===== src/hdl/msbbr_pkg.sv =====
package msbbr_pkg;

   localparam int POS_W  = 13;
   localparam int BIT_W  = 3;
   localparam int WIDX_W = 12;
   localparam int BYTE_W = 8;
   localparam int VAL_W  = 32;
   localparam int CNT_W  = 2;

   typedef enum logic [2:0] {
      ACT_WRITE   = 3'd0,
      ACT_BIT     = 3'd1,
      ACT_BYTE    = 3'd2,
      ACT_U8      = 3'd3,
      ACT_A16     = 3'd4,
      ACT_U16     = 3'd5,
      ACT_A32     = 3'd6,
      ACT_REWIND  = 3'd7
   } action_type;

   typedef enum logic [2:0] {
      OP_NONE,
      OP_WRITE,
      OP_BIT,
      OP_ALIGNED,
      OP_HI,
      OP_LO,
      OP_REWIND
   } op_type;

   typedef enum logic [2:0] {
      ST_IDLE,
      ST_WRITE,
      ST_REWIND,
      ST_BIT,
      ST_ALIGNED,
      ST_HI,
      ST_LO,
      ST_FINISH
   } state_type;

   typedef struct packed {
      logic   load;
      op_type op;
      logic   out_load;
   } cmd_type;

   typedef struct packed {
      logic need_lo;
   } stat_type;

endpackage


===== src/hdl/msbbr_ctrl.sv =====
module msbbr_ctrl (
   input  logic                  clock,
   input  logic                  reset,
   input  logic                  req_tvalid,
   input  msbbr_pkg::action_type req_action,
   output logic                  req_tready,
   output logic                  rsp_tvalid,
   input  logic                  rsp_tready,
   input  msbbr_pkg::stat_type   stat,
   output msbbr_pkg::cmd_type    cmd
);

   msbbr_pkg::state_type           state_ff, state_in;
   logic [msbbr_pkg::CNT_W-1:0]    cnt_ff, cnt_in;
   logic                           rsp_valid_ff, rsp_valid_in;

   always_ff @(posedge clock) begin
      if (reset) begin
         state_ff     <= msbbr_pkg::ST_IDLE;
         cnt_ff       <= '0;
         rsp_valid_ff <= 1'b0;
      end else begin
         state_ff     <= state_in;
         cnt_ff       <= cnt_in;
         rsp_valid_ff <= rsp_valid_in;
      end
   end

   always_comb begin
      state_in     = state_ff;
      cnt_in       = cnt_ff;
      req_tready   = 1'b0;
      cmd.load     = 1'b0;
      cmd.op       = msbbr_pkg::OP_NONE;
      cmd.out_load = 1'b0;
      case (state_ff)
         msbbr_pkg::ST_IDLE: begin
            req_tready = 1'b1;
            if (req_tvalid) begin
               cmd.load = 1'b1;
               cnt_in   = 2'd0;
               case (req_action)
                  msbbr_pkg::ACT_WRITE: state_in = msbbr_pkg::ST_WRITE;
                  msbbr_pkg::ACT_BIT:   state_in = msbbr_pkg::ST_BIT;
                  msbbr_pkg::ACT_BYTE:  state_in = msbbr_pkg::ST_ALIGNED;
                  msbbr_pkg::ACT_U8:    state_in = msbbr_pkg::ST_HI;
                  msbbr_pkg::ACT_A16: begin
                     state_in = msbbr_pkg::ST_ALIGNED;
                     cnt_in   = 2'd1;
                  end
                  msbbr_pkg::ACT_U16: begin
                     state_in = msbbr_pkg::ST_HI;
                     cnt_in   = 2'd1;
                  end
                  msbbr_pkg::ACT_A32: begin
                     state_in = msbbr_pkg::ST_ALIGNED;
                     cnt_in   = 2'd3;
                  end
                  default: state_in = msbbr_pkg::ST_REWIND;
               endcase
            end
         end
         msbbr_pkg::ST_WRITE: begin
            cmd.op   = msbbr_pkg::OP_WRITE;
            state_in = msbbr_pkg::ST_FINISH;
         end
         msbbr_pkg::ST_REWIND: begin
            cmd.op   = msbbr_pkg::OP_REWIND;
            state_in = msbbr_pkg::ST_FINISH;
         end
         msbbr_pkg::ST_BIT: begin
            cmd.op   = msbbr_pkg::OP_BIT;
            state_in = msbbr_pkg::ST_FINISH;
         end
         msbbr_pkg::ST_ALIGNED: begin
            cmd.op = msbbr_pkg::OP_ALIGNED;
            if (cnt_ff == 2'd0) begin
               state_in = msbbr_pkg::ST_FINISH;
            end else begin
               cnt_in = cnt_ff - 2'd1;
            end
         end
         msbbr_pkg::ST_HI: begin
            cmd.op = msbbr_pkg::OP_HI;
            if (stat.need_lo) begin
               state_in = msbbr_pkg::ST_LO;
            end else if (cnt_ff == 2'd0) begin
               state_in = msbbr_pkg::ST_FINISH;
            end else begin
               cnt_in = cnt_ff - 2'd1;
            end
         end
         msbbr_pkg::ST_LO: begin
            cmd.op = msbbr_pkg::OP_LO;
            if (cnt_ff == 2'd0) begin
               state_in = msbbr_pkg::ST_FINISH;
            end else begin
               cnt_in   = cnt_ff - 2'd1;
               state_in = msbbr_pkg::ST_HI;
            end
         end
         msbbr_pkg::ST_FINISH: begin
            // wait for the output register to free up
            if (!rsp_valid_ff || rsp_tready) begin
               cmd.out_load = 1'b1;
               state_in     = msbbr_pkg::ST_IDLE;
            end
         end
         default: state_in = msbbr_pkg::ST_IDLE;
      endcase
   end

   always_comb begin
      if (cmd.out_load) begin
         rsp_valid_in = 1'b1;
      end else if (rsp_tready) begin
         rsp_valid_in = 1'b0;
      end else begin
         rsp_valid_in = rsp_valid_ff;
      end
   end

   assign rsp_tvalid = rsp_valid_ff;

endmodule


===== config.mk =====
export PLATFORM = sky130hd
export DESIGN_NAME = msbbr_ctrl
export DESIGN_NICKNAME = d
export VERILOG_FILES = /design/src/hdl/msbbr_pkg.sv /design/src/hdl/msbbr_ctrl.sv
export SDC_FILE = /design/constraint.sdc
export NUM_CORES = 1
export LEC_CHECK = 0
export BUFFER_PORTS_ARGS = -buffer_cell sky130_fd_sc_hd__buf_2
export CORE_AREA = 5 5 43 45
export CTS_BUF_LIST = sky130_fd_sc_hd__clkbuf_4
export CTS_CLUSTER_SIZE = 25
export DETAILED_ROUTE_END_ITERATION = 16
export DIE_AREA = 0 0 48 50
export PLACE_DENSITY = 0.53
export RECOVER_POWER = 50
export SLEW_MARGIN = 20
export SYNTH_ARGS = -nofsm -noshare
export SYNTH_HDL_FRONTEND = slang
export SYNTH_SLANG_ARGS = --single-unit

===== constraint.sdc =====
create_clock -name clock -period 1.8 [get_ports clock]
set_clock_uncertainty 0.1 [all_clocks]
set_input_delay 0.18 -clock clock [delete_from_list [all_inputs] [get_ports clock]]
set_output_delay 0.18 -clock clock [all_outputs]
set_load 0.05 [all_outputs]

==> impl_metrics.ini <==
[detailed_routing]
dr.pass1.iters = 2
totalWireLength_mm = 1.09
antenna_left = 0
via_per_inst = 5.27
post_drt_wl_per_cell_um = 11.8
vias = 485
drc = 0
drt-initial-drc-count = 4

[min_path]
min_from = reset
min_path_type = input port to register
min_path_cells = 2
hold_end = cnt_ff[1]

[layout]
num-nets-final = 87
area_delta_synth_final_pct = 29.1
fin_area_um2 = 611
drive_gt1_share_pct = 35.5
antenna_cells = 0
fill_cells = 163

[global_routing]
grt_pass1_wl_mm = 1.84
grt_pass1_vias = 445
grt_usage_pct = 10.5
antenna_found_initial = 0
overflow = 0
grt_max_degree = 16

[clock_network]
cts_tree = done
clockBufferDepth = 2
clkSlewWorstSetupHoldPaths_ps = 50
numCtsBuffers = 3
clk_root_buffer_cell = clkbuf_4
cts_hold_buffers = 0
clkLatencyLatePin_ps = 240
postCtsSetupBuffers = 0
cts_max_level = 1
cts.sinks = 6

[place]
post_dp_cell_area_um2 = 579
dpl.hpwl_um = 885
gp_congestion = 0.801
port_buffers = 14

[setup_path]
r2r.worst_path.cells = 6
r2r_slack_ps = 110
path_class = register to register
start_kind = register
timing.critical_path.to_type = register
timing.rr.end = cnt_ff[0]
cp_max_fo = 5
r2r_start = cnt_ff[0]
cp.required_ps = 1870
worst_ep_arrival_time_ps = 1760

[floorplan]
boundaryPins = 15
initial_utilization_pct = 32.9
row_count = 14
dieArea_mm2 = 0.00240
die_w_um = 48
core_area_mm2 = 0.00144
fp.dieH_um = 50

[power_and_ir_drop]
powerDensity_mw_per_mm2 = 1480
p_leak_nw = 0.251
ir_worst_vdd_mv = 0.631
p_total_mw = 0.902

[synthesis]
ys_warn_count = 0
synth.top_cells.by_area = dfxtp_1 25%, nand2_1 5.6%, o21bai_1 4.8%
ys.flop_type = dfxtp_1
synth_fp_nets = 68
synth_adder_area_share_pct = 2.65
ys_ff_latch = 6
avgSynthCellArea_um2 = 8.02
synth_area_um2 = 473
synth_top_area_share_pct = 25.4
async_flop_share_pct = 0
synth_edf_count = 0
synth_simple_gate_area_share_pct = 33.1
synthMuxAreaShare_pct = 4.23
synthDistinctLibCells = 34
synthCells = 59
synthXorXnorAreaFrac_pct = 1.85
synth_compound_area_share_pct = 27.0
synth-seq-area-share_pct = 25.4
yosys.area.top_type = dfxtp_1
synth_top_family_by_area = simple AND/OR/NAND/NOR gates

[timing]
fmax_mhz = 593
finalMaxSlewViolations = 0
min_period_ps = 1690
fin_setup_tns_ps = 0
rsz0062_at_grt = false
slew_headroom_pct = 60.3
finalSetupViolCount = 0
final-hold-violation-count = 0
worst_slew_pin_slew_ps = 598
fin_crit_sh_pct = 93.7

[outcome]
outcome = complete, no violations

[job]
drv_cap = 0
-- worst max-delay path by stage --
| stage | from | to | slack [ps] | depth (start not counted) |
|---|---|---|---|---|
| 6_report | cnt_ff[0] | cnt_ff[0] | 110 | 6 |
| 5_1_grt | cnt_ff[0] | cnt_ff[0] | 30 | 6 |
| 4_1_cts | cnt_ff[0] | cnt_ff[0] | 30 | 6 |
| 3_5_place_dp | cnt_ff[0] | cnt_ff[0] | 50 | 7 |
| 3_3_place_gp | cnt_ff[0] | cnt_ff[0] | 90 | 7 |
| 2_1_floorplan | state_ff[1] | cmd[2] | -100 | 2 |
-- sequential cells by signal, indices dropped and copies added, names as in the netlist --
register	cells
state_ff	3
cnt_ff	2
rsp_tvalid	1
-- per-stage QoR --
stage	util [%]	instances	worst slack [ps]	hold WS, ps
2_1_floorplan	-	59	-103	149
3_3_place_gp	40.3	89	93.8	336
3_5_place_dp	40.3	89	50.8	334
4_1_cts	42.0	92	28.8	68.2
5_1_grt	42.5	92	33.8	95.0
6_report	42.5	92	114	76.0
-- kinds of logic after synthesis --
logic type | after synthesis
buffers and inverters | 6
DFF | 6
AOI/OAI and AO/OA | 16
adders and majority gates | 1
xor gates and xnor gates | 1
and+or+nand+nor | 27
muxes | 2
-- layout by cell type, fill, tap and decap left out --
cell / n
nor2b_1: 3
a221oi_1: 1
a211o_1: 1
a21oi_1: 1
o21bai_1: 3
a31o_2: 1
a211oi_1: 2
nand4_1: 1
buf_2: 12
nand2_1: 7
clkbuf_1: 1
ha_1: 1
nor4_1: 1
dfxtp_1: 3
and2_1: 1
nor2_1: 3
clkbuf_2: 1
a21boi_0: 1
nand3_1: 2
o211ai_1: 2
inv_1: 2
nor3_1: 1
dfxtp_2: 3
nor4b_2: 1
nor3_4: 1
nor3b_1: 2
nand2b_1: 2
xor2_1: 1
a211oi_2: 1
a32oi_1: 1
a311oi_1: 1
mux2i_1: 2
buf_4: 4
nand4bb_1: 1
clkbuf_4: 3
a31oi_1: 1
or3b_1: 1
-- cell usage after synthesis, types with 2 or more instances --
cell type	instances
nand2_1	7
dfxtp_1	6
nor2_1	3
nor2b_1	3
o21bai_1	3
a211oi_1	2
clkbuf_1	2
inv_1	2
mux2i_1	2
nand2b_1	2
nand3_1	2
nor3b_1	2
o211ai_1	2
-- power breakdown --
group / switching (mW) / internal [mW]
clock network: 0.0475 / 0.0753
logic: 0.326 / 0.206
registers: 0.0754 / 0.171
total: 0.449 / 0.453
-- worst max-delay path, cell delays in order (launching register included) --
cell and delay, ps:
dfxtp_1 340, inv_1 50, ha_1 250, nor4b_2 300, a211oi_2 70, or3b_1 360, a31oi_1 160
-- what timing repair did --
| item | 4_1_cts | 5_1_grt |
|---|---|---|
| endpoints found under the setup margin | 1 | 3 |
| endpoints found under the hold margin | 0 | 0 |
| resized for setup | 1 | 3 |
-- area by class of cell --
cell class	instances	area, µm²	share of cell area (%)
Inverter	2	7.51	1.23
Clock buffer	3	22.5	3.69
Timing Repair Buffer	18	98.8	16.2
Tap cell	16	20.0	3.28
Sequential cell	6	124	20.3
Multi-Input combinational cell	47	338	55.3
-- metal layers --
metal / GRT usage [%] / share of wire, % / vias up
li1: - / - / 259
met1: 12.9 / 46 / 219
met2: 15.6 / 48 / 7
met3: 6.55 / 5.7 / 0
met4: 1.35 / 0 / 0
met5: 0 / 0 / -
Power figures use the tool's default switching activity.
